### config.mk
export PLATFORM = sky130hd
export DESIGN_NAME = ake_round
export DESIGN_NICKNAME = d
export VERILOG_FILES = /design/src/rtl/ake_pkg.sv /design/src/rtl/ake_round.sv
export SDC_FILE = /design/constraint.sdc
export NUM_CORES = 1
export LEC_CHECK = 0
export BUFFER_PORTS_ARGS = -buffer_cell sky130_fd_sc_hd__buf_2
export CAP_MARGIN = 0
export CORE_MARGIN = 2
export CORE_UTILIZATION = 61
export CTS_CLUSTER_DIAMETER = 120
export DETAILED_ROUTE_END_ITERATION = 7
export HOLD_SLACK_MARGIN = 0.06
export PLACE_DENSITY = 0.9
export SYNTH_ARGS = -nofsm -noshare
export SYNTH_HDL_FRONTEND = slang
export SYNTH_SLANG_ARGS = --single-unit
### constraint.sdc
create_clock -name clk -period 0.8 [get_ports clk]
set_input_delay 0 -clock clk [delete_from_list [all_inputs] [get_ports clk]]
set_output_delay 0 -clock clk [all_outputs]
set_load 0.02 [all_outputs]
### src/rtl/ake_pkg.sv
// ----------------------------------------------------------------------------
// ake_pkg
// Shared types, sizes and constant tables of the AES-128 key expansion block.
// ----------------------------------------------------------------------------
package ake_pkg;

	localparam int KEY_W    = 128;
	localparam int HALF_W   = 64;
	localparam int RND_W    = 4;
	localparam int NUM_RK   = 11;
	localparam logic [RND_W-1:0] LAST_RND = 4'd10;

	typedef logic [KEY_W-1:0] key_t;
	typedef logic [RND_W-1:0] rnd_t;

	// One pipeline slot: a round key and the flag that says it is occupied.
	typedef struct packed {
		logic vld;
		key_t key;
	} stage_t;

	localparam logic [7:0] SBOX [256] = '{
		8'h63, 8'h7c, 8'h77, 8'h7b, 8'hf2, 8'h6b, 8'h6f, 8'hc5,
		8'h30, 8'h01, 8'h67, 8'h2b, 8'hfe, 8'hd7, 8'hab, 8'h76,
		8'hca, 8'h82, 8'hc9, 8'h7d, 8'hfa, 8'h59, 8'h47, 8'hf0,
		8'had, 8'hd4, 8'ha2, 8'haf, 8'h9c, 8'ha4, 8'h72, 8'hc0,
		8'hb7, 8'hfd, 8'h93, 8'h26, 8'h36, 8'h3f, 8'hf7, 8'hcc,
		8'h34, 8'ha5, 8'he5, 8'hf1, 8'h71, 8'hd8, 8'h31, 8'h15,
		8'h04, 8'hc7, 8'h23, 8'hc3, 8'h18, 8'h96, 8'h05, 8'h9a,
		8'h07, 8'h12, 8'h80, 8'he2, 8'heb, 8'h27, 8'hb2, 8'h75,
		8'h09, 8'h83, 8'h2c, 8'h1a, 8'h1b, 8'h6e, 8'h5a, 8'ha0,
		8'h52, 8'h3b, 8'hd6, 8'hb3, 8'h29, 8'he3, 8'h2f, 8'h84,
		8'h53, 8'hd1, 8'h00, 8'hed, 8'h20, 8'hfc, 8'hb1, 8'h5b,
		8'h6a, 8'hcb, 8'hbe, 8'h39, 8'h4a, 8'h4c, 8'h58, 8'hcf,
		8'hd0, 8'hef, 8'haa, 8'hfb, 8'h43, 8'h4d, 8'h33, 8'h85,
		8'h45, 8'hf9, 8'h02, 8'h7f, 8'h50, 8'h3c, 8'h9f, 8'ha8,
		8'h51, 8'ha3, 8'h40, 8'h8f, 8'h92, 8'h9d, 8'h38, 8'hf5,
		8'hbc, 8'hb6, 8'hda, 8'h21, 8'h10, 8'hff, 8'hf3, 8'hd2,
		8'hcd, 8'h0c, 8'h13, 8'hec, 8'h5f, 8'h97, 8'h44, 8'h17,
		8'hc4, 8'ha7, 8'h7e, 8'h3d, 8'h64, 8'h5d, 8'h19, 8'h73,
		8'h60, 8'h81, 8'h4f, 8'hdc, 8'h22, 8'h2a, 8'h90, 8'h88,
		8'h46, 8'hee, 8'hb8, 8'h14, 8'hde, 8'h5e, 8'h0b, 8'hdb,
		8'he0, 8'h32, 8'h3a, 8'h0a, 8'h49, 8'h06, 8'h24, 8'h5c,
		8'hc2, 8'hd3, 8'hac, 8'h62, 8'h91, 8'h95, 8'he4, 8'h79,
		8'he7, 8'hc8, 8'h37, 8'h6d, 8'h8d, 8'hd5, 8'h4e, 8'ha9,
		8'h6c, 8'h56, 8'hf4, 8'hea, 8'h65, 8'h7a, 8'hae, 8'h08,
		8'hba, 8'h78, 8'h25, 8'h2e, 8'h1c, 8'ha6, 8'hb4, 8'hc6,
		8'he8, 8'hdd, 8'h74, 8'h1f, 8'h4b, 8'hbd, 8'h8b, 8'h8a,
		8'h70, 8'h3e, 8'hb5, 8'h66, 8'h48, 8'h03, 8'hf6, 8'h0e,
		8'h61, 8'h35, 8'h57, 8'hb9, 8'h86, 8'hc1, 8'h1d, 8'h9e,
		8'he1, 8'hf8, 8'h98, 8'h11, 8'h69, 8'hd9, 8'h8e, 8'h94,
		8'h9b, 8'h1e, 8'h87, 8'he9, 8'hce, 8'h55, 8'h28, 8'hdf,
		8'h8c, 8'ha1, 8'h89, 8'h0d, 8'hbf, 8'he6, 8'h42, 8'h68,
		8'h41, 8'h99, 8'h2d, 8'h0f, 8'hb0, 8'h54, 8'hbb, 8'h16
	};

	function automatic logic [7:0] sbox(input logic [7:0] b);
		return SBOX[b];
	endfunction

	// Round constant for rounds 1 to 10; other codes never reach it.
	function automatic logic [7:0] rcon(input rnd_t rnd);
		logic [7:0] rc;
		unique case (rnd)
			4'd1:    rc = 8'h01;
			4'd2:    rc = 8'h02;
			4'd3:    rc = 8'h04;
			4'd4:    rc = 8'h08;
			4'd5:    rc = 8'h10;
			4'd6:    rc = 8'h20;
			4'd7:    rc = 8'h40;
			4'd8:    rc = 8'h80;
			4'd9:    rc = 8'h1b;
			4'd10:   rc = 8'h36;
			default: rc = 8'h00;
		endcase
		return rc;
	endfunction

endpackage

### src/rtl/ake_round.sv
// ----------------------------------------------------------------------------
// ake_round
// One key schedule round as a register stage: RotWord, SubWord, Rcon, XOR chain.
// ----------------------------------------------------------------------------
module ake_round (
	input  logic            clk,
	input  logic            arst_n,
	input  ake_pkg::rnd_t   rnd,
	input  logic            adv,
	input  ake_pkg::stage_t prev,
	output ake_pkg::stage_t cur
);

	logic          vld_s1;
	ake_pkg::key_t key_s1;
	logic [31:0]   w0, w1, w2, w3;
	logic [31:0]   tmp;
	logic [31:0]   n0, n1, n2, n3;

	assign {w0, w1, w2, w3} = prev.key;

	// Rotate the last word by one byte, substitute each byte, fold in the constant.
	assign tmp = {ake_pkg::sbox(w3[23:16]) ^ ake_pkg::rcon(rnd),
		ake_pkg::sbox(w3[15:8]),
		ake_pkg::sbox(w3[7:0]),
		ake_pkg::sbox(w3[31:24])};

	assign n0 = w0 ^ tmp;
	assign n1 = w1 ^ n0;
	assign n2 = w2 ^ n1;
	assign n3 = w3 ^ n2;

	always_ff @(posedge clk or negedge arst_n) begin
		if (!arst_n) begin
			vld_s1 <= 1'b0;
		end else if (adv) begin
			vld_s1 <= prev.vld;
		end
	end

	always_ff @(posedge clk) begin
		if (adv) begin
			key_s1 <= {n0, n1, n2, n3};
		end
	end

	assign cur = '{vld: vld_s1, key: key_s1};

endmodule

==> summary.txt, run 1 <==
Clock Sinks = 129
# resized after CTS = 769
Synth Cell Area = 20260 µm²
Post-Place Cell Area = 28650 µm²
H-tree Lvls = 4
site row count = 66
Die Ht = 186.2 µm
number of synthesized register bits = 129
Fail Step = 4_1_cts
Synth area leader = edfxtp_1
register area share after synthesis = 19.10%
# IOs = 265
Root Driver = clkbuf_16
EDFF count, synth = 128
Post-Place Worst Slack = -2.129 ns
clock buffer depth = 2
Most used DFF post-synth = edfxtp_1
die width = 186.2 µm
cells after synthesis = 2500
status = did not finish
Yosys cell types = 102
starting density of the core = 62.11%
post-synth top area share = 18.97%
post-CTS setup buffer count = 98
post-detail-place hpwl = 87.43 mm
net count after synthesis = 2698
asr flop ratio synth = 0.7752%
Mapped Avg Cell Area = 8.104 µm²
CTS Buf Count = 17
Area contributors post-synth = edfxtp_1 19%, mux4_2 6.2%, xnor2_1 5.9%
Final GP Congestion = 1.300
Error Message = [ERROR DPL-0038] Utilization greater than 100%, impossible to legalize
Hold Buf Count CTS = 32
Port Buffers = 264
Yosys Warn Count = 0
==> cells by family after synthesis <==
| logic type | share of synthesized area [%] |
|---|---|
| and+or+nand+nor | 20.08 |
| adders and majority gates | 3.866 |
| DFF | 19.10 |
| xor gates and xnor gates | 11.16 |
| AOI/OAI and AO/OA | 29.10 |
| muxes | 9.214 |
| buffers and inverters | 7.479 |
==> metrics by stage <==
step                std cells  util [%]
floorplan                2500         -
global placement         3822     87.83
detailed placement       3822     87.83
==> cells in the mapped netlist, types with 13 or more instances <==
cell type	n
nand3_1	66
o211ai_1	39
a31oi_1	70
a21oi_1	146
nor3_1	63
buf_2	110
nor2b_1	74
buf_1	27
mux4_2	56
nor2_1	162
o22ai_1	19
a32oi_1	14
nand2b_1	89
o221ai_1	14
nor3b_1	25
xnor3_1	19
nand2_1	180
a221oi_1	15
o2111ai_1	15
and3_1	13
mux2i_1	40
clkbuf_1	130
o311a_1	18
o21ai_0	174
a21o_1	20
mux2_2	17
o31ai_1	23
a2111oi_0	16
edfxtp_1	128
xor2_1	60
o311ai_0	38
xnor2_1	136
a311oi_1	26
inv_1	42
or2_2	24
and2_1	24
buf_4	14
a211oi_1	38
ha_1	61
nand3b_1	15
a211o_1	19
==> run 2, diff against run 1 <==
--- a/config.mk
+++ b/config.mk
@@ -8,11 +8,9 @@
 export BUFFER_PORTS_ARGS = -buffer_cell sky130_fd_sc_hd__buf_2
 export CAP_MARGIN = 0
 export CORE_MARGIN = 2
-export CORE_UTILIZATION = 61
-export CTS_CLUSTER_DIAMETER = 120
+export CORE_UTILIZATION = 40
 export DETAILED_ROUTE_END_ITERATION = 7
-export HOLD_SLACK_MARGIN = 0.06
-export PLACE_DENSITY = 0.9
+export PLACE_DENSITY_LB_ADDON = 0.15
 export SYNTH_ARGS = -nofsm -noshare
 export SYNTH_HDL_FRONTEND = slang
 export SYNTH_SLANG_ARGS = --single-unit
==> summary.txt, run 2 <==
RR Endpoint = vld_s1$_DFFE_PN0P_
core box area = 50070 µm²
CP arrival = 2.44 ns
biggest regs = key_s1 x128, vld_s1 x1
Hold Violations, Final = 12
number of synthesized register bits = 129 (unchanged)
Slew headroom = 50.71%
site row count = 82 (+24%)
starting density of the core = 40.46% (-22 points)
worst-path fanout max = 4
net count after synthesis = 2698 (unchanged)
Critical Path Sink = key_s1[34]$_DFFE_PP_
Crit-path slowest cell = mux4_2
Routed WL per cell = 26.94 µm
Net count, final = 3796
Worst-path clk slew = 0.07 ns
Antenna Cells = 0
worst-path cell chain = buf_8 > clkinvlp_4 > ha_4 > buf_6 > or2_4 > a311oi_2 > a41oi_2 > mux4_2 > a32oi_4 > xnor2_4 > xor2_1
max_cap viols = 0
first-pass GRT wire length = 168.4 mm
Tcrit/Tclk final = 277.5%
Yosys Warn Count = 0 (unchanged)
CTS Buf Count = 17 (unchanged)
First-pass DRT Iterations = 8
total wire length = 115.4 mm
clk_lat worst skew = 0.47 ns
die width = 229.1 µm (+23%)
worst setup path startpoint = prev[24]
Worst R2R Setup Slack = -0.10 ns
kind of critical path = primary input to flop
layout cell share with drive strength beyond 1 = 52.81%
die area = 52460 µm²
Worst R2R Path Depth = 2
Root Driver = clkbuf_16
Yosys cell types = 102 (unchanged)
Most used DFF post-synth = edfxtp_1
initial DRC count = 3577
post-route clock skew = 0 ns
Fin Setup TNS = -182.61 ns
Vias/cell = 6.422
Least-Margin Pin Slew = 0.7369 ns
Post-Place Worst Slack = -2.163 ns (-0.03383 ns)
antenna-violating nets left = 0
VDD IR max = 1.710 mV
# DRC = 2
leading cell types by count after synthesis = 180 x nand2_1, 174 x o21ai_0, 162 x nor2_1, 146 x a21oi_1, 136 x xnor2_1
Hold WS = -0.07392 ns
vias = 27510
cells after synthesis = 2500 (unchanged)
P_leak = 14.84 nW
Multi-input gate area = 17860 µm²
Synth area leader = edfxtp_1
post-synth top area share = 18.97% (unchanged)
violated checks = design-rule violations, negative hold slack, negative setup slack
largest net degree at the start of global routing = 35
aggregate global-route resource usage = 41.86%
Mapped Avg Cell Area = 8.104 µm² (unchanged)
PD cells = 1314 nW/µm²
status = finished with violations
asr flop ratio synth = 0.7752% (unchanged)
max FFs per register = 128
post-detail-place hpwl = 86.44 mm (-1.1%)
final worst-path setup slack = -1.420 ns
required time of the worst setup path = 1.02 ns
Die Ht = 229.1 µm (+23%)
GRT overflow = 0
final core occ = 70.18%
Hold Path Class = primary input to flop
initial antenna violation count = 0
Final min period = 2.220 ns
Crit Reg-Reg Startpoint = vld_s1$_DFFE_PN0P_
commonest non-fill, non-tap cell in the layout = buf_4
most frequent cells in the layout = 902 x buf_4, 223 x buf_6, 158 x nand2_1
EDFF count, synth = 128 (unchanged)
Layout area overhead = 73.43%
Sequential Area = 3869 µm²
count leader, synth = nand2_1
CP peak stage delay = 0.57 ns
number of global-route vias before repair = 27180
# IOs = 265 (unchanged)
RSZ-0062 raised after global routing = yes
clock buffer depth = 2 (unchanged)
Final GP Congestion = 1.068 (-18%)
Max Slew Vio Count = 0
H-tree Lvls = 4 (unchanged)
count of filler cells inserted in the layout = 3897
Area contributors post-synth = edfxtp_1 19%, mux4_2 6.2%, xnor2_1 5.9%
Top reg by flops = key_s1
Synth Cell Area = 20260 µm² (unchanged)
Port Buffers = 264 (unchanged)
# setup viols final = 260
crit path capture type = flop
Fmax = 450.4 MHz
Clock Sinks = 129 (unchanged)
TritonCTS clock tree = done
CP Launch Type = primary input
register area share after synthesis = 19.10% (unchanged)
## run 2: worst min-delay path by stage
| stage | from | endpoint | slack [ns] | cells past startpoint |
|---|---|---|---|---|
| 2_1_floorplan | arst_n | vld_s1$_DFFE_PN0P_ | -0.30 | 0 |
| 3_3_place_gp | arst_n | vld_s1$_DFFE_PN0P_ | -0.22 | 1 |
| 3_5_place_dp | arst_n | vld_s1$_DFFE_PN0P_ | -0.22 | 1 |
| 4_1_cts | prev[108] | key_s1[108]$_DFFE_PP_ | -0.09 | 3 |
| 5_1_grt | prev[108] | key_s1[108]$_DFFE_PP_ | -0.07 | 3 |
| 6_report | prev[108] | key_s1[108]$_DFFE_PP_ | -0.07 | 3 |
## run 2: kinds of logic after synthesis
kind of cell	share of synthesized area, %
AOI/OAI and AO/OA	29.10
adders and majority gates	3.866
muxes	9.214
and+or+nand+nor	20.08
DFF	19.10
xor gates and xnor gates	11.16
buffers and inverters	7.479
## run 2: report_power, final
group / internal [W] / leakage (nW) / switching (W)
logic: 0.0135 / 13.3 / 0.0142
registers: 0.00937 / 1.26 / 0.000854
clock network: 0.00467 / 0.285 / 0.00356
total: 0.0275 / 14.8 / 0.0186
## run 2: final cells by class
class                           count  share of cell area [%]
Sequential cell                   129                   11.01
Clock buffer                       17                   1.211
Timing Repair Buffer             1367                   33.28
Inverter                           51                  0.7692
Multi-Input combinational cell   2032                   50.84
Tap cell                          672                   2.393
Clock inverter                     15                  0.4914
## run 2: metrics by stage
stage | power [W] | hold slack [ns] | cells | cell area, µm²
2_1_floorplan | 0.02184 | -0.2956 | 2500 | 21360
3_3_place_gp | 0.03172 | -0.2152 | 4109 | 29600
3_5_place_dp | 0.03194 | -0.2164 | 4109 | 29600
4_1_cts | 0.04345 | -0.09192 | 4250 | 33590
5_1_grt | 0.04759 | -0.06920 | 4283 | 35140
6_report | 0.04616 | -0.07392 | 4283 | 35140
## run 2: routing by layer
| metal | global-route usage, % | share of wire (%) | routed length (µm) |
|---|---|---|---|
| met1 | 53.95 | 38 | 43420 |
| met4 | 24.41 | 7.0 | 8036 |
| met2 | 64.90 | 44 | 50920 |
| met3 | 8.715 | 11 | 13010 |
| met5 | 0 | 0 | 0 |
## run 2: what timing repair did
action,4_1_cts,5_1_grt
gates cloned,2,0
resized for setup,580,302
pin swaps,137,117
hold buffers,35,1
endpoints found under the setup margin,257,258
buffers inserted,80,41
endpoints found under the hold margin,64,14
## run 2: worst max-delay path, delay by kind of cell
family                   cells  cell delay [ns]
AO/OA/AOI/OAI                3             0.67
buffers and inverters        3             0.35
XOR/XNOR                     2             0.35
AND/OR/NAND/NOR              1             0.24
multiplexers                 1             0.57
adder cells (fa/ha/maj)      1             0.26
Power figures use the tool's default switching activity.
==> run 3, diff against run 2 <==
--- a/config.mk
+++ b/config.mk
@@ -5,7 +5,7 @@
 export SDC_FILE = /design/constraint.sdc
 export NUM_CORES = 1
 export LEC_CHECK = 0
-export BUFFER_PORTS_ARGS = -buffer_cell sky130_fd_sc_hd__buf_2
+export BUFFER_PORTS_ARGS = -buffer_cell sky130_fd_sc_hd__buf_4
 export CAP_MARGIN = 0
 export CORE_MARGIN = 2
 export CORE_UTILIZATION = 40
==> summary.txt, run 3 (synthesized netlist as in run 2, its figures left out) <==
antenna-violating nets left = 0 (unchanged)
most used cell, CP = mux4_2
RSZ-0062 raised after global routing = yes
final worst-path setup slack = -1.428 ns (-0.008120 ns)
initial antenna violation count = 3 (+3)
clk_lat worst skew = 0.48 ns (about the same)
initial DRC count = 4116 (+15%)
Multi-input gate area = 17970 µm² (+0.61%)
family with the most delay on the worst path = multiplexers
required time of the worst setup path = 1.03 ns (about the same)
hold path cells = 2 (-1)
core box area = 50070 µm² (unchanged)
Hold Path Class = primary input to flop
CTS Buf Count = 17 (unchanged)
TritonCTS clock tree = done
Worst-path clk slew = 0.07 ns (about the same)
Vias/cell = 6.497 (+1.2%)
worst-path fanout max = 5 (+1)
Worst R2R Setup Slack = 0.02 ns (+0.12 ns)
Fmax = 448.8 MHz (-0.36%)
Least-Margin Pin Slew = 0.8036 ns (+0.06674 ns)
Root Driver = clkbuf_16
GRT overflow = 0 (unchanged)
placed cells = 4122 (+0.32%)
die area = 52460 µm² (unchanged)
largest net degree at the start of global routing = 31 (-11%)
Slew headroom = 46.32% (-4.4 points)
PD cells = 1309 nW/µm² (-0.34%)
Worst R2R Path Depth = 1 (-1)
# setup viols final = 257 (-1.2%)
first-pass GRT wire length = 170.8 mm (+1.4%)
First-pass DRT Iterations = 6 (-2)
Hold WS = -0.07083 ns (+0.003099 ns)
crit path capture type = flop
Top reg by flops = key_s1
Hold Buf Count CTS = 39 (+11%)
vias = 27950 (+1.6%)
post-route clock skew = 0 ns (unchanged)
Max Slew Vio Count = 0 (unchanged)
total wire length = 118.3 mm (+2.5%)
Min-Delay Startpoint = adv
# IOs = 265 (unchanged)
clock buffer depth = 2 (unchanged)
violated checks = negative hold slack, negative setup slack
post-detail-place hpwl = 86.83 mm (+0.46%)
number of global-route vias before repair = 27020 (-0.59%)
Sequential Area = 3869 µm² (unchanged)
P_leak = 15.16 nW (+2.1%)
Non-Filler Instances = 4302 (+0.44%)
CP arrival = 2.45 ns (about the same)
status = finished with violations
commonest non-fill, non-tap cell in the layout = buf_4
CP Launch Type = primary input
die width = 229.1 µm (unchanged)
Hold Path End = key_s1[28]$_DFFE_PP_
Crit Reg-Reg Startpoint = vld_s1$_DFFE_PN0P_
count of filler cells inserted in the layout = 3710 (-4.8%)
Hold Violations, Final = 19 (+7)
Layout area overhead = 77.11%
Routed WL per cell = 27.49 µm (+2.1%)
starting density of the core = 40.46% (unchanged)
aggregate global-route resource usage = 42.50% (+0.64 points)
Clock Sinks = 129 (unchanged)
biggest regs = key_s1 x128, vld_s1 x1
kind of critical path = primary input to flop
Die Ht = 229.1 µm (unchanged)
Final GP Congestion = 1.066 (-0.18%)
Crit-path slowest cell = mux4_2
site row count = 82 (unchanged)
worst path buffer plus inverter count = 3 (unchanged)
max FFs per register = 128 (unchanged)
Tcrit/Tclk final = 278.6% (+1.0 points)
Net count, final = 3814 (+0.47%)
# DRC = 0 (-2)
max_cap viols = 0 (unchanged)
RR Endpoint = vld_s1$_DFFE_PN0P_
Port Buffers = 264 (unchanged)
most frequent cells in the layout = 1019 x buf_4, 255 x buf_6, 165 x nand2_1
H-tree Lvls = 4 (unchanged)
VDD IR max = 1.306 mV (-24%)
worst-path cell chain = buf_12 > inv_8 > ha_4 > buf_6 > or2_4 > nand2_2 > o21ai_1 > mux4_2 > mux4_2 > xnor2_4 > xnor2_2
layout cell share with drive strength beyond 1 = 53.35% (+0.54 points)
CP peak stage delay = 0.58 ns (about the same)
Final min period = 2.228 ns (+0.008120 ns)
[run 3: cell types whose count changed in the layout (fill, tap and decap cells not counted), moves of 7 or more]
cell      before   now
a211oi_1      28    20
a211oi_2       8    15
a21oi_2       25    17
buf_2        137     0
buf_4        902  1019
buf_6        223   255
nand2_1      158   165
[run 3: power by group]
part,switching (W),internal [W]
clock,0.00373,0.00435
combinational,0.0146,0.0141
sequential,0.000805,0.00937
total,0.0191,0.0278
[run 3: worst max-delay path by stage]
stage	startpoint	depth (start not counted)	slack (ns)	end
2_1_floorplan	prev[16]	13	-1.95	key_s1[28]$_DFFE_PP_
3_3_place_gp	prev[16]	11	-2.02	key_s1[31]$_DFFE_PP_
3_5_place_dp	prev[16]	11	-2.13	key_s1[31]$_DFFE_PP_
4_1_cts	prev[24]	11	-1.33	key_s1[34]$_DFFE_PP_
5_1_grt	prev[24]	11	-1.45	key_s1[2]$_DFFE_PP_
6_report	prev[0]	11	-1.43	key_s1[74]$_DFFE_PP_
[run 3: routing by layer]
metal | routed length [µm] | global-route usage, %
met1 | 43870 | 54.23
met2 | 52020 | 65.88
met3 | 14060 | 10.58
met4 | 8330 | 23.40
met5 | 0 | 0
[run 3: timing repair]
action                     in CTS  in global routing
pin swaps                     162                145
gates cloned                    2                  2
gates resized for setup       432                397
hold endpoints to repair       72                 19
setup endpoints to repair     257                271
buffers inserted               84                 50
[run 3: through the flow]
step | total power, W | area (µm²) | TNS, ns | setup slack [ns] | util [%]
after floorplan | 0.02184 | 21360 | -178.99 | -1.947 | -
after global placement | 0.03266 | 30240 | -230.82 | -2.023 | 60.41
after detailed placement | 0.03295 | 30240 | -233.72 | -2.131 | 60.41
after CTS | 0.04363 | 33780 | -179.90 | -1.334 | 67.46
after global routing | 0.04836 | 35880 | -191.61 | -1.452 | 71.66
final | 0.04697 | 35880 | -183.53 | -1.428 | 71.66
[run 3: layout make-up]
cell class	count	share of cell area, %
multi-input combinational	2032	50.09
timing repair buffer	1385	34.44
sequential	129	10.78
tap	672	2.343
clock buffer	17	1.186
inverter	51	0.7462
clock inverter	15	0.4115
antenna	1	0.006974
