$ cat src/rtl/ake_pkg.sv
// ----------------------------------------------------------------------------
// ake_pkg
// Shared types, sizes and constant tables of the AES-128 key expansion block.
// ----------------------------------------------------------------------------
package ake_pkg;

	localparam int KEY_W    = 128;
	localparam int HALF_W   = 64;
	localparam int RND_W    = 4;
	localparam int NUM_RK   = 11;
	localparam logic [RND_W-1:0] LAST_RND = 4'd10;

	typedef logic [KEY_W-1:0] key_t;
	typedef logic [RND_W-1:0] rnd_t;

	// One pipeline slot: a round key and the flag that says it is occupied.
	typedef struct packed {
		logic vld;
		key_t key;
	} stage_t;

	localparam logic [7:0] SBOX [256] = '{
		8'h63, 8'h7c, 8'h77, 8'h7b, 8'hf2, 8'h6b, 8'h6f, 8'hc5,
		8'h30, 8'h01, 8'h67, 8'h2b, 8'hfe, 8'hd7, 8'hab, 8'h76,
		8'hca, 8'h82, 8'hc9, 8'h7d, 8'hfa, 8'h59, 8'h47, 8'hf0,
		8'had, 8'hd4, 8'ha2, 8'haf, 8'h9c, 8'ha4, 8'h72, 8'hc0,
		8'hb7, 8'hfd, 8'h93, 8'h26, 8'h36, 8'h3f, 8'hf7, 8'hcc,
		8'h34, 8'ha5, 8'he5, 8'hf1, 8'h71, 8'hd8, 8'h31, 8'h15,
		8'h04, 8'hc7, 8'h23, 8'hc3, 8'h18, 8'h96, 8'h05, 8'h9a,
		8'h07, 8'h12, 8'h80, 8'he2, 8'heb, 8'h27, 8'hb2, 8'h75,
		8'h09, 8'h83, 8'h2c, 8'h1a, 8'h1b, 8'h6e, 8'h5a, 8'ha0,
		8'h52, 8'h3b, 8'hd6, 8'hb3, 8'h29, 8'he3, 8'h2f, 8'h84,
		8'h53, 8'hd1, 8'h00, 8'hed, 8'h20, 8'hfc, 8'hb1, 8'h5b,
		8'h6a, 8'hcb, 8'hbe, 8'h39, 8'h4a, 8'h4c, 8'h58, 8'hcf,
		8'hd0, 8'hef, 8'haa, 8'hfb, 8'h43, 8'h4d, 8'h33, 8'h85,
		8'h45, 8'hf9, 8'h02, 8'h7f, 8'h50, 8'h3c, 8'h9f, 8'ha8,
		8'h51, 8'ha3, 8'h40, 8'h8f, 8'h92, 8'h9d, 8'h38, 8'hf5,
		8'hbc, 8'hb6, 8'hda, 8'h21, 8'h10, 8'hff, 8'hf3, 8'hd2,
		8'hcd, 8'h0c, 8'h13, 8'hec, 8'h5f, 8'h97, 8'h44, 8'h17,
		8'hc4, 8'ha7, 8'h7e, 8'h3d, 8'h64, 8'h5d, 8'h19, 8'h73,
		8'h60, 8'h81, 8'h4f, 8'hdc, 8'h22, 8'h2a, 8'h90, 8'h88,
		8'h46, 8'hee, 8'hb8, 8'h14, 8'hde, 8'h5e, 8'h0b, 8'hdb,
		8'he0, 8'h32, 8'h3a, 8'h0a, 8'h49, 8'h06, 8'h24, 8'h5c,
		8'hc2, 8'hd3, 8'hac, 8'h62, 8'h91, 8'h95, 8'he4, 8'h79,
		8'he7, 8'hc8, 8'h37, 8'h6d, 8'h8d, 8'hd5, 8'h4e, 8'ha9,
		8'h6c, 8'h56, 8'hf4, 8'hea, 8'h65, 8'h7a, 8'hae, 8'h08,
		8'hba, 8'h78, 8'h25, 8'h2e, 8'h1c, 8'ha6, 8'hb4, 8'hc6,
		8'he8, 8'hdd, 8'h74, 8'h1f, 8'h4b, 8'hbd, 8'h8b, 8'h8a,
		8'h70, 8'h3e, 8'hb5, 8'h66, 8'h48, 8'h03, 8'hf6, 8'h0e,
		8'h61, 8'h35, 8'h57, 8'hb9, 8'h86, 8'hc1, 8'h1d, 8'h9e,
		8'he1, 8'hf8, 8'h98, 8'h11, 8'h69, 8'hd9, 8'h8e, 8'h94,
		8'h9b, 8'h1e, 8'h87, 8'he9, 8'hce, 8'h55, 8'h28, 8'hdf,
		8'h8c, 8'ha1, 8'h89, 8'h0d, 8'hbf, 8'he6, 8'h42, 8'h68,
		8'h41, 8'h99, 8'h2d, 8'h0f, 8'hb0, 8'h54, 8'hbb, 8'h16
	};

	function automatic logic [7:0] sbox(input logic [7:0] b);
		return SBOX[b];
	endfunction

	// Round constant for rounds 1 to 10; other codes never reach it.
	function automatic logic [7:0] rcon(input rnd_t rnd);
		logic [7:0] rc;
		unique case (rnd)
			4'd1:    rc = 8'h01;
			4'd2:    rc = 8'h02;
			4'd3:    rc = 8'h04;
			4'd4:    rc = 8'h08;
			4'd5:    rc = 8'h10;
			4'd6:    rc = 8'h20;
			4'd7:    rc = 8'h40;
			4'd8:    rc = 8'h80;
			4'd9:    rc = 8'h1b;
			4'd10:   rc = 8'h36;
			default: rc = 8'h00;
		endcase
		return rc;
	endfunction

endpackage

$ cat src/rtl/ake_if.sv
// ----------------------------------------------------------------------------
// ake_if
// Valid/ready channels of the key expansion block: cipher keys in, round keys out.
// ----------------------------------------------------------------------------
interface ake_key_if;
	logic        valid;
	logic        ready;
	logic [63:0] key_upper;
	logic [63:0] key_lower;

	modport source (output valid, output key_upper, output key_lower, input ready);
	modport sink   (input valid, input key_upper, input key_lower, output ready);
endinterface


$ cat src/rtl/ake_in_buf.sv
// ----------------------------------------------------------------------------
// ake_in_buf
// One-entry holding register for an incoming cipher key request.
// ----------------------------------------------------------------------------
module ake_in_buf (
	input  logic            clk,
	input  logic            arst_n,
	ake_key_if.sink         req,
	input  logic            take,
	output ake_pkg::stage_t held
);

	logic          vld_q;
	ake_pkg::key_t key_q;
	logic          acc;

	// The entry frees up in the same cycle it is handed on.
	assign req.ready = !vld_q || take;
	assign acc       = req.valid && req.ready;

	always_ff @(posedge clk or negedge arst_n) begin
		if (!arst_n) begin
			vld_q <= 1'b0;
		end else if (acc) begin
			vld_q <= 1'b1;
		end else if (take) begin
			vld_q <= 1'b0;
		end
	end

	always_ff @(posedge clk) begin
		if (acc) begin
			key_q <= {req.key_upper, req.key_lower};
		end
	end

	assign held = '{vld: vld_q, key: key_q};

endmodule

$ cat src/flat_wrapper.sv
// flat-port wrapper written by rule: the top's interface ports become plain ports
module ake_in_buf_flat 
  (clk, arst_n, take, held, req_valid, req_key_upper, req_key_lower, req_ready);
  ake_key_if req_i ();
  input  logic clk;
  input  logic arst_n;
  input  logic take;
  output ake_pkg::stage_t held;
  input wire logic [$bits(req_i.valid)-1:0] req_valid;
  input wire logic [$bits(req_i.key_upper)-1:0] req_key_upper;
  input wire logic [$bits(req_i.key_lower)-1:0] req_key_lower;
  output wire logic [$bits(req_i.ready)-1:0] req_ready;
  assign req_i.valid = req_valid;
  assign req_i.key_upper = req_key_upper;
  assign req_i.key_lower = req_key_lower;
  assign req_ready = req_i.ready;
  ake_in_buf u_core (.clk(clk), .arst_n(arst_n), .req(req_i), .take(take), .held(held));
endmodule
$ cat config.mk
export PLATFORM = sky130hd
export DESIGN_NAME = ake_in_buf_flat
export DESIGN_NICKNAME = d
export VERILOG_FILES = /design/src/rtl/ake_pkg.sv /design/src/rtl/ake_if.sv /design/src/rtl/ake_in_buf.sv /design/src/flat_wrapper.sv
export SDC_FILE = /design/constraint.sdc
export NUM_CORES = 1
export LEC_CHECK = 0
export BUFFER_PORTS_ARGS = -buffer_cell sky130_fd_sc_hd__buf_2
export CORE_MARGIN = 2
export CORE_UTILIZATION = 30
export CTS_BUF_LIST = sky130_fd_sc_hd__clkbuf_8 sky130_fd_sc_hd__clkbuf_16
export DETAILED_ROUTE_END_ITERATION = 7
export GPL_TIMING_DRIVEN = 0
export SYNTH_ARGS = -nofsm -noshare
export SYNTH_HDL_FRONTEND = slang
export SYNTH_SLANG_ARGS = --single-unit
$ cat constraint.sdc
create_clock -name clk -period 2 [get_ports clk]
set_clock_uncertainty 0.1 [all_clocks]
set_input_delay 0.2 -clock clk [delete_from_list [all_inputs] [get_ports clk]]
set_output_delay 0.2 -clock clk [all_outputs]
set_load 0.02 [all_outputs]
==> results of run 1 <==
## cell families after synthesis
| family | Yosys count | synth area share |
|---|---|---|
| DFF | 129 | 0.991 |
| and+or+nand+nor | 3 | 0.00737 |
| buffers and inverters | 1 | 0.00192 |
## synth_stat cells
master    instances  area [µm²]
buf_4             1        7.51
edfxtp_1        128        3840
nand2b_4          1        13.8
dfrtp_1           1        25.0
nand2b_1          1        6.26
and2_4            1        8.76
## stage by stage
step | cells | TNS (ns)
3_5_place_dp | 567 | -1.68
2_1_floorplan | 133 | 0
3_3_place_gp | 566 | -28.86
==> summary.md, run 1 <==
| Metric | Value |
|---|---|
| Status | aborted with a tool error |
| Die Span X | 118 µm |
| H-tree depth | 4 |
| Dpl hpwl | 6.36 mm |
| Post-CTS Resized | 0 |
| Setup Fix Bufs, Post-CTS | 0 |
| Max clock buf depth | 2 |
| I/O Buffers | 261 |
| Post-synthesis cell area | 3900 µm² |
| YS warnings | 0 |
| Clock sink count | 129 |
| Routability cong. | 0.703 |
| Initial Util | 0.308 |
| Distinct cell type count after synthesis | 6 |
| Synthesized flop and latch total | 129 |
| Hold bufs inserted after CTS | 121 |
| Setup WS pre-CTS | -0.0316 ns |
| Syn nets | 265 |
| I/O pin cnt | 262 |
| Cells after synthesis | 133 |
| Root Driver | clkbuf_16 |
| Last flow stage reached | 4_1_cts |
| FP Rows | 41 |
| Syn Area/Cell | 29.4 µm² |
| CTS buffer count | 17 |
| Register area share after synthesis | 0.991 |
| Run Error | [ERROR RSZ-0060] Max buffer count reached. |
| Die Y | 118 µm |
| Placement Cell Area | 5450 µm² |
==> run 2: changes to the inputs <==
Settings changed: CORE_UTILIZATION 30 to 20, CTS_BUF_LIST sky130_fd_sc_hd__clkbuf_8 sky130_fd_sc_hd__clkbuf_16 to not set, PLACE_DENSITY_LB_ADDON set to 0.15.
Clock period 2 ns to 2.6 ns, I/O delays scaled along.
==> run 2 against run 1 <==
The flow now finishes without violations. Area after synthesis stayed put. Synthesized cell count stayed put.
==> summary.md, run 2 <==
| Metric | Value |
|---|---|
| GRT Total Usage | 0.102 |
| Tmin final | 2.12 ns |
| Placeable Area | 19300 µm² |
| CP Max Fanout | 70 |
| Syn nets | 265 (unchanged) |
| Cells after synthesis | 133 (unchanged) |
| Vias in the first global route | 3136 |
| Fmax | 471 MHz |
| Utilization after layout | 0.386 |
| Pin count of the biggest net entering global routing | 71 |
| Sw frac | 0.231 |
| Synth Flop Type | edfxtp_1 |
| Post-CTS Resized | 0 (unchanged) |
| Yosys top cell area share | 0.984 (unchanged) |
| Distinct cell type count after synthesis | 6 (unchanged) |
| Final setup margin | 0.477 ns |
| Root Driver | clkbuf_16 |
| Clk slew on worst S/H paths | 0.06 ns |
| CTS tree | yes |
| Setup_tns | 0 ns |
| CP Launch Type | flip-flop |
| Sw power | 0.00124 W |
| Synth area leaders | edfxtp_1 (98%), dfrtp_1 (0.64%), nand2b_4 (0.35%) |
| Total Wirelength | 10.6 mm |
| Register area share after synthesis | 0.991 (unchanged) |
| Leakage | 3.11 nW |
| Max reg flops | 128 |
| Synth area leader | edfxtp_1 |
| Initial drt markers | 75 |
| Commonest non-fill, non-tap cell in the layout | buf_2 |
| Largest regs | u_core.key_q: 128 flops, u_core.vld_q: 1 flops |
| Final setup viols | 0 |
| Hold bufs inserted after CTS | 130 (+7.4%) |
| Layout cell share with drive strength beyond 1 | 0.531 |
| Number of remaining DRC errors | 0 |
| Max-slew violations | 0 |
| Routed vias | 2885 |
| Global route overflow | 0 |
| Combinational power share | 0.105 |
| Most common cell in the netlist | edfxtp_1 |
| DR WL/cell | 12.9 µm |
| EDFF count, synth | 128 (unchanged) |
| H-tree depth | 4 (unchanged) |
| Initial Util | 0.202 (-0.106) |
| FFs w/ async S/R, synth | 0.00775 (unchanged) |
| Initial antenna violation count | 1 |
| TritonRoute pass-1 iters | 3 |
| Final Cycle Share | 0.817 |
| CTS buffer count | 17 (unchanged) |
| I/O pin cnt | 262 (unchanged) |
| # nets final | 676 |
| Biggest register | u_core.key_q |
| RSZ-0062 raised after global routing | no |
| Post-DRT Antenna Nets | 0 |
| Die Area | 20700 µm² |
| Seq pwr share | 0.457 |
| Vias per inst | 3.51 |
| Syn Area/Cell | 29.4 µm² (unchanged) |
| I/O Buffers | 261 (unchanged) |
| Worst slew pin tran | 0.975 ns |
| Power density over cell area | 719 nW/µm² |
| FP Rows | 51 (+24%) |
| YS warnings | 0 (unchanged) |
| Clock Power Share | 0.437 |
| Clk_lat worst skew | 0.41 ns |
| Maximum vdd drop | 0.000402 V |
| # fillers | 1819 |
| Status | complete, no violations |
| Worst setup EP type | flip-flop |
| Max-cap viol count | 0 |
| Critical Path RT | 2.58 ns |
| HP Class | input pin to flip-flop |
| Setup WS pre-CTS | 0.465 ns (+0.497 ns) |
| Die Span X | 144 µm (+22%) |
| Post-synthesis cell area | 3900 µm² (unchanged) |
| Overall Power | 0.00537 W |
| Clock sink count | 129 (unchanged) |
| Max clock buf depth | 2 (unchanged) |
| Routability cong. | 0.669 (-4.9%) |
| Synthesized flop and latch total | 129 (unchanged) |
| CP Class | flip-flop to flip-flop |
| First-pass GRT wire length | 15.6 mm |
| CP arrival | 2.10 ns |
| Area grow syn2layout | 91.0% |
| Commonest non-fill, non-tap cells in the layout | buf_2 (261), dlygate4sd3_1 (130), edfxtp_1 (128) |
| Die Y | 144 µm (+22%) |
| Setup Fix Bufs, Post-CTS | 0 (unchanged) |
| Final hold vios | 0 |
| Relative slew slack | 0.350 |
| Internal power | 0.00413 W |
## run 2: path summary, 6_finish.rpt
| kind | startpoint | endpoint | cells after the start | slack (ns) |
|---|---|---|---|---|
| worst max-delay path | u_core.vld_q$_DFFE_PN0P_ | u_core.key_q[19]$_DFFE_PP_ | 3 | 0.48 |
| worst min-delay path | take | u_core.vld_q$_DFFE_PN0P_ | 3 | 0.03 |
| worst max register to register | u_core.vld_q$_DFFE_PN0P_ | u_core.key_q[19]$_DFFE_PP_ | 3 | 0.48 |
| worst min register to register | u_core.vld_q$_DFFE_PN0P_ | u_core.vld_q$_DFFE_PN0P_ | 2 | 0.45 |
| max in group asynchronous | arst_n | u_core.vld_q$_DFFE_PN0P_ | 2 | 2.24 |
| min in group asynchronous | arst_n | u_core.vld_q$_DFFE_PN0P_ | 2 | 0.06 |
## run 2: layout make-up
| cell class | count | area [µm²] | area share |
|---|---|---|---|
| tap | 265 | 332 | 0.0445 |
| clock inverter | 14 | 155 | 0.0208 |
| antenna | 1 | 2.50 | 0.000336 |
| multi-input combinational | 3 | 28.8 | 0.00386 |
| clock buffer | 18 | 429 | 0.0575 |
| buffer | 1 | 7.51 | 0.00101 |
| sequential | 129 | 3870 | 0.519 |
| timing repair buffer | 392 | 2640 | 0.353 |
## run 2: per-stage QoR
stage                     cell area, µm²  std cells  hold slack (ns)
after floorplan                     3910        133           -0.136
after global placement              5540        659          -0.0507
after detailed placement            5570        660          -0.0497
after CTS                           7460        822          0.00407
after global routing                7460        823           0.0328
final                               7460        823           0.0279
## run 2: kinds of logic (layout without fill, tap and decap cells)
kind of cell	count (synthesis)	count (layout)	synth area share
other	0	1	0
buffers and inverters	1	425	0.00192
DFF	129	129	0.991
and+or+nand+nor	3	3	0.00737
## run 2: worst max-delay path, cell delays in order (launching register included)
cell      delay (ns)
dfrtp_1         0.41
nand2b_4        0.09
and2_4          0.79
buf_16          0.36
## run 2: layer usage
metal / global-route usage / vias up / part of all wire
met1: 0.108 / 1326 / 0.39
met4: 0.0511 / 0 / 0.016
li1: - / 1368 / -
met5: 0 / - / 0
met2: 0.165 / 182 / 0.47
met3: 0.0543 / 9 / 0.12
## run 2: power by group through the flow
| stage | clock (W) | sequential (W) | combinational [W] |
|---|---|---|---|
| 2_1_floorplan | 0 | 0.00265 | 0.0000447 |
| 3_3_place_gp | 0 | 0.00250 | 0.000408 |
| 3_5_place_dp | 0 | 0.00250 | 0.000418 |
| 4_1_cts | 0.00243 | 0.00245 | 0.000571 |
| 5_1_grt | 0.00252 | 0.00246 | 0.000610 |
| 6_report | 0.00235 | 0.00245 | 0.000566 |
Power figures use the tool's default switching activity.
==> run 3: changes to the inputs <==
Clock period 2.6 ns to 2 ns, I/O delays scaled along.
==> run 3 against run 2 <==
Count of clock-buffer cells in the layout unchanged. Utilization is 0.14 points higher. Largest power group unchanged. Register-to-register slack got worse by 0.32 ns. Via count is 1.4% higher. Worst setup slack lost 0.32 ns. Global-route usage grew 0.31 points. Highest routed layer unchanged.
==> summary.md, run 3 (synthesis gave the netlist of run 2 again) <==
| Metric | Value |
|---|---|
| Status | complete, no violations |
| Die Area | 20700 µm² (unchanged) |
| DR WL/cell | 13.2 µm (+2.4%) |
| Routability cong. | 0.669 (unchanged) |
| Total Wirelength | 10.9 mm (+2.8%) |
| Max clock buf depth | 2 (unchanged) |
| Flop-to-flop setup slack | 0.16 ns (-0.32 ns) |
| Root Driver | clkbuf_16 |
| Reg2reg start | u_core.vld_q$_DFFE_PN0P_ |
| Hold endpoint | u_core.key_q[85]$_DFFE_PP_ |
| Crit path buf inv count | 1 (unchanged) |
| Clk_lat worst skew | 0.41 ns (about the same) |
| Final hold vios | 0 (unchanged) |
| Power density over cell area | 933 nW/µm² (+30%) |
| Largest regs | u_core.key_q: 128 flops, u_core.vld_q: 1 flops |
| Max-slew violations | 0 (unchanged) |
| Max reg flops | 128 (unchanged) |
| Layout cell share with drive strength beyond 1 | 0.530 (-0.00106) |
| First-pass GRT wire length | 16.0 mm (+2.4%) |
| Die Y | 144 µm (unchanged) |
| HP Class | input pin to flip-flop |
| Initial Util | 0.202 (unchanged) |
| CP Class | flip-flop to flip-flop |
| Slowest-stage cell, CP | and2_4 |
| Final Cycle Share | 0.920 (+0.103) |
| R2r endpoint | u_core.key_q[19]$_DFFE_PP_ |
| Post-CTS Resized | 0 (unchanged) |
| Fmax | 544 MHz (+15%) |
| Max-cap viol count | 0 (unchanged) |
| Commonest non-fill, non-tap cells in the layout | buf_2 (261), dlygate4sd3_1 (132), edfxtp_1 (128) |
| Worst slew pin tran | 0.887 ns (-0.0881 ns) |
| Area grow syn2layout | 91.7% |
| Commonest non-fill, non-tap cell in the layout | buf_2 |
| WHS | 0.396 ns (+0.368 ns) |
| CTS tree | yes |
| Tmin final | 1.84 ns (-0.284 ns) |
| Vias per inst | 3.54 (+1.0%) |
| Die Span X | 144 µm (unchanged) |
| GRT Total Usage | 0.105 (+0.00313) |
| Setup WS pre-CTS | -0.135 ns (-0.600 ns) |
| CTS buffer count | 17 (unchanged) |
| Clk slew on worst S/H paths | 0.06 ns (about the same) |
| Clock sink count | 129 (unchanged) |
| Global route overflow | 0 (unchanged) |
| Vias in the first global route | 3189 (+1.7%) |
| Leakage | 3.12 nW (+0.34%) |
| Crit path cell chain | nand2b_4, and2_4, buf_16 |
| R2R cell count | 3 (unchanged) |
| Relative slew slack | 0.409 (+0.0587) |
| Cell depth of the worst hold path | 2 (-1) |
| # nets final | 679 (+0.44%) |
| I/O Buffers | 261 (unchanged) |
| I/O pin cnt | 262 (unchanged) |
| FP Rows | 51 (unchanged) |
| Final setup margin | 0.161 ns (-0.316 ns) |
| Critical Path RT | 1.98 ns (-0.60 ns) |
| Hold Path Origin | req_key_upper[21] |
| Maximum vdd drop | 0.000524 V (+30%) |
| Setup Fix Bufs, Post-CTS | 0 (unchanged) |
| Critical path's largest stage delay | 0.50 ns (-0.29 ns) |
| CP Launch Type | flip-flop |
| RSZ-0062 raised after global routing | no |
| Routed vias | 2925 (+1.4%) |
| H-tree depth | 4 (unchanged) |
| Final setup viols | 0 (unchanged) |
| Pin count of the biggest net entering global routing | 60 (-15%) |
| Non-filler cells in the finished layout | 826 (+0.36%) |
| Placeable Area | 19300 µm² (unchanged) |
| Biggest register | u_core.key_q |
| Post-Place Cells | 660 (unchanged) |
| Post-DRT Antenna Nets | 0 (unchanged) |
| Worst setup EP type | flip-flop |
| Initial antenna violation count | 1 (unchanged) |
| Initial drt markers | 61 (-19%) |
| CP Max Fanout | 59 (-16%) |
| Number of remaining DRC errors | 0 (unchanged) |
| Setup_tns | 0 ns (unchanged) |
| CP arrival | 1.81 ns (-0.29 ns) |
| Top delay family on crit path | simple AND/OR/NAND/NOR gates |
| TritonRoute pass-1 iters | 3 (unchanged) |
## run 3: metrics by stage
step	util	area, µm²	power (W)
2_1_floorplan	-	3910	0.00350
3_3_place_gp	0.287	5540	0.00378
3_5_place_dp	0.288	5570	0.00379
4_1_cts	0.387	7480	0.00711
5_1_grt	0.387	7490	0.00728
6_report	0.387	7490	0.00698
## run 3: final cells by class
| class | count | area (µm²) |
|---|---|---|
| tap | 265 | 332 |
| fill | 1820 | 11800 |
| timing repair buffer | 394 | 2660 |
| buffer | 1 | 7.51 |
| clock inverter | 14 | 155 |
| clock buffer | 18 | 429 |
| antenna | 1 | 2.50 |
| sequential | 129 | 3870 |
| multi-input combinational | 4 | 36.3 |
## run 3: report_power, final
part | leakage, nW | switching, W | internal, W
combinational | 1.61 | 0.000383 | 0.000361
clock | 0.282 | 0.00119 | 0.00185
sequential | 1.23 | 0.0000343 | 0.00316
## run 3: worst max-delay path by stage
stage / start / to / cells past startpoint
3_5_place_dp: u_core.vld_q$_DFFE_PN0P_ / u_core.key_q[122]$_DFFE_PP_ / 3
4_1_cts: u_core.vld_q$_DFFE_PN0P_ / u_core.key_q[46]$_DFFE_PP_ / 3
2_1_floorplan: u_core.vld_q$_DFFE_PN0P_ / u_core.key_q[0]$_DFFE_PP_ / 2
6_report: u_core.vld_q$_DFFE_PN0P_ / u_core.key_q[19]$_DFFE_PP_ / 3
3_3_place_gp: u_core.vld_q$_DFFE_PN0P_ / u_core.key_q[122]$_DFFE_PP_ / 2
5_1_grt: u_core.vld_q$_DFFE_PN0P_ / u_core.key_q[19]$_DFFE_PP_ / 3
## run 3: what timing repair did
item / in CTS / in global routing
setup endpoints to repair: 59 / 0
endpoints found under the hold margin: 130 / 0
hold buffers: 132 / 0
## run 3: layer usage
metal / global-route usage / vias up / wire length (µm)
li1: - / 1377 / -
met1: 0.111 / 1353 / 4280
met2: 0.173 / 184 / 5180
met3: 0.0540 / 11 / 1260
met4: 0.0521 / 0 / 193
met5: 0 / - / 0
==> run 4: changes to the inputs <==
Settings changed: GPL_TIMING_DRIVEN 0 to not set, SKIP_LAST_GASP set to 1.
==> run 4 against run 3 <==
Via count decreased by 0.96%. Sequential power is essentially flat. Non-clock buffer count rose by 2. Final cell count increased by 0.12%. Combinational power is 0.5% higher. Count of clock-buffer cells in the layout decreased by 1. Critical path depth unchanged. Routed wire length decreased by 0.46%. Total power grew 5.4%. Register-to-register slack improved by 0.27 ns.
==> summary.md, run 4 (synthesis gave the netlist of run 2 again) <==
| Metric | Value |
|---|---|
| Status | complete, no violations |
| Biggest register | u_core.key_q |
| Setup WS pre-CTS | 0.423 ns (+0.557 ns) |
| # fillers | 1802 (-0.99%) |
| Maximum vdd drop | 0.000521 V (-0.42%) |
| CP arrival | 1.56 ns (-0.25 ns) |
| Clk slew on worst S/H paths | 0.06 ns (about the same) |
| Root Driver | clkbuf_16 |
| Max reg flops | 128 (unchanged) |
| Critical Path RT | 1.99 ns (about the same) |
| Dpl hpwl | 7.24 mm |
| Vias in the first global route | 3176 (-0.41%) |
| Initial drt markers | 94 (+54%) |
| Worst setup path end | u_core.key_q[76]$_DFFE_PP_ |
| Commonest non-fill, non-tap cell in the layout | buf_2 |
| R2r endpoint | u_core.key_q[76]$_DFFE_PP_ |
| Final Cycle Share | 0.787 (-0.133) |
| Worst slew pin tran | 0.316 ns (-0.571 ns) |
| I/O Buffers | 261 (unchanged) |
| Sequential Area | 3870 µm² (unchanged) |
| Leakage | 3.16 nW (+1.2%) |
| Total Wirelength | 10.9 mm (-0.46%) |
| H-tree depth | 4 (unchanged) |
| Post-CTS Resized | 0 (unchanged) |
| Post-DRT Antenna Nets | 0 (unchanged) |
| Clock Power Share | 0.465 (+0.028) |
| Die Span X | 144 µm (unchanged) |
| # nets final | 680 (+0.15%) |
| Cell depth of the worst hold path | 3 (+1) |
| Setup Fix Bufs, Post-CTS | 0 (unchanged) |
| CTS buffer count | 17 (unchanged) |
| Combinational power share | 0.102 (-0.005) |
| Area grow syn2layout | 93.8% |
| Multi-input logic area | 28.8 µm² (-21%) |
| Die Y | 144 µm (unchanged) |
| Pin count of the biggest net entering global routing | 41 (-32%) |
| TritonRoute pass-1 iters | 4 (+1) |
| Die Area | 20700 µm² (unchanged) |
| Reg2reg start | u_core.vld_q$_DFFE_PN0P_ |
| Power density over cell area | 972 nW/µm² (+4.2%) |
| Final hold vios | 0 (unchanged) |
| Largest regs | u_core.key_q: 128 flops, u_core.vld_q: 1 flops |
| Final instance area | 7570 µm² (+1.1%) |
| Initial Util | 0.202 (unchanged) |
| GRT Total Usage | 0.104 (-0.00155) |
| CP Launch Type | flip-flop |
| Crit path launch | u_core.vld_q$_DFFE_PN0P_ |
| CP Class | flip-flop to flip-flop |
| I/O pin cnt | 262 (unchanged) |
| Max-cap viol count | 0 (unchanged) |
| Utilization after layout | 0.392 (+0.00434) |
| Vias per inst | 3.50 (-1.1%) |
| First-pass GRT wire length | 15.8 mm (-1.0%) |
| CTS tree | yes |
| DR WL/cell | 13.1 µm (-0.58%) |
| Flop-to-flop setup slack | 0.43 ns (+0.27 ns) |
| Placement Cell Area | 5590 µm² (+0.36%) |
| R2R cell count | 3 (unchanged) |
| Setup_tns | 0 ns (unchanged) |
| Max clock buf depth | 2 (unchanged) |
| Internal power | 0.00575 W (+7.1%) |
| Relative slew slack | 0.790 (+0.381) |
| Layout cell share with drive strength beyond 1 | 0.533 (+0.00262) |
| FP Rows | 51 (unchanged) |
| Initial antenna violation count | 1 (unchanged) |
| Global route overflow | 0 (unchanged) |
| Fmax | 635 MHz (+17%) |
| Sw frac | 0.219 (-0.0122) |
| Number of remaining DRC errors | 0 (unchanged) |
| Sw power | 0.00161 W (-0.16%) |
| Max-slew violations | 0 (unchanged) |
| HP Class | input pin to flip-flop |
| Hold bufs inserted after CTS | 131 (-0.76%) |
| Final setup viols | 0 (unchanged) |
| Commonest non-fill, non-tap cells in the layout | buf_2 (261), dlygate4sd3_1 (132), edfxtp_1 (128) |
| Routed vias | 2897 (-0.96%) |
| Clock sink count | 129 (unchanged) |
| Final setup margin | 0.426 ns (+0.266 ns) |
| Placeable Area | 19300 µm² (unchanged) |
| Seq pwr share | 0.433 (-0.024) |
| Overall Power | 0.00736 W (+5.4%) |
| Tmin final | 1.57 ns (-0.266 ns) |
| Clk_lat worst skew | 0.40 ns (about the same) |
| RSZ-0062 raised after global routing | no |
| Routability cong. | 0.717 (+7.2%) |
| Worst setup EP type | flip-flop |
| CP Max Fanout | 20 (-66%) |
-- run 4: cell types whose count changed in the layout (fill, tap and decap cells not counted), sizes merged --
cell / delta
clkbuf: -1
buf: +2
and2: -1
clkinvlp: +1
bufinv: +3
clkinv: -3
-- run 4: metal layers --
layer | part of all wire | vias up | GRT usage
li1 | - | 1376 | -
met1 | 0.39 | 1334 | 0.105
met2 | 0.47 | 179 | 0.170
met3 | 0.13 | 8 | 0.0636
met4 | 0.013 | 0 | 0.0459
met5 | 0 | - | 0
-- run 4: critical path: stages (launching register included) --
cell      delay [ns]
dfrtp_1         0.40
nand2b_4        0.09
and2_4          0.34
buf_4           0.32
-- run 4: cell type report --
class / instances / area share
Multi-Input combinational cell: 3 / 0.00380
Clock buffer: 17 / 0.0562
Clock inverter: 15 / 0.0304
Sequential cell: 129 / 0.511
Timing Repair Buffer: 397 / 0.354
Tap cell: 265 / 0.0438
Antenna cell: 1 / 0.000331
-- run 4: power by group through the flow --
stage / sequential [W] / combinational, W / clock, W
floorplan: 0.00344 / 0.0000581 / 0
detailed placement: 0.00324 / 0.000550 / 0
global route: 0.00320 / 0.000806 / 0.00365
finish: 0.00319 / 0.000748 / 0.00342
global placement: 0.00324 / 0.000545 / 0
CTS: 0.00319 / 0.000753 / 0.00353
-- run 4: worst min-delay path by stage --
stage	end	slack (ns)	startpoint
global placement	u_core.vld_q$_DFFE_PN0P_	-0.12	arst_n
finish	u_core.key_q[83]$_DFFE_PP_	0.40	take
global route	u_core.key_q[109]$_DFFE_PP_	0.38	req_key_upper[45]
floorplan	u_core.vld_q$_DFFE_PN0P_	-0.20	arst_n
CTS	u_core.vld_q$_DFFE_PN0P_	0.0003	arst_n
detailed placement	u_core.vld_q$_DFFE_PN0P_	-0.12	arst_n
-- run 4: metrics by stage --
step	cells	hold WS (ns)
after floorplan	133	-0.196
after global placement	662	-0.122
after detailed placement	662	-0.116
after CTS	825	0.000321
after global routing	826	0.380
final	827	0.396
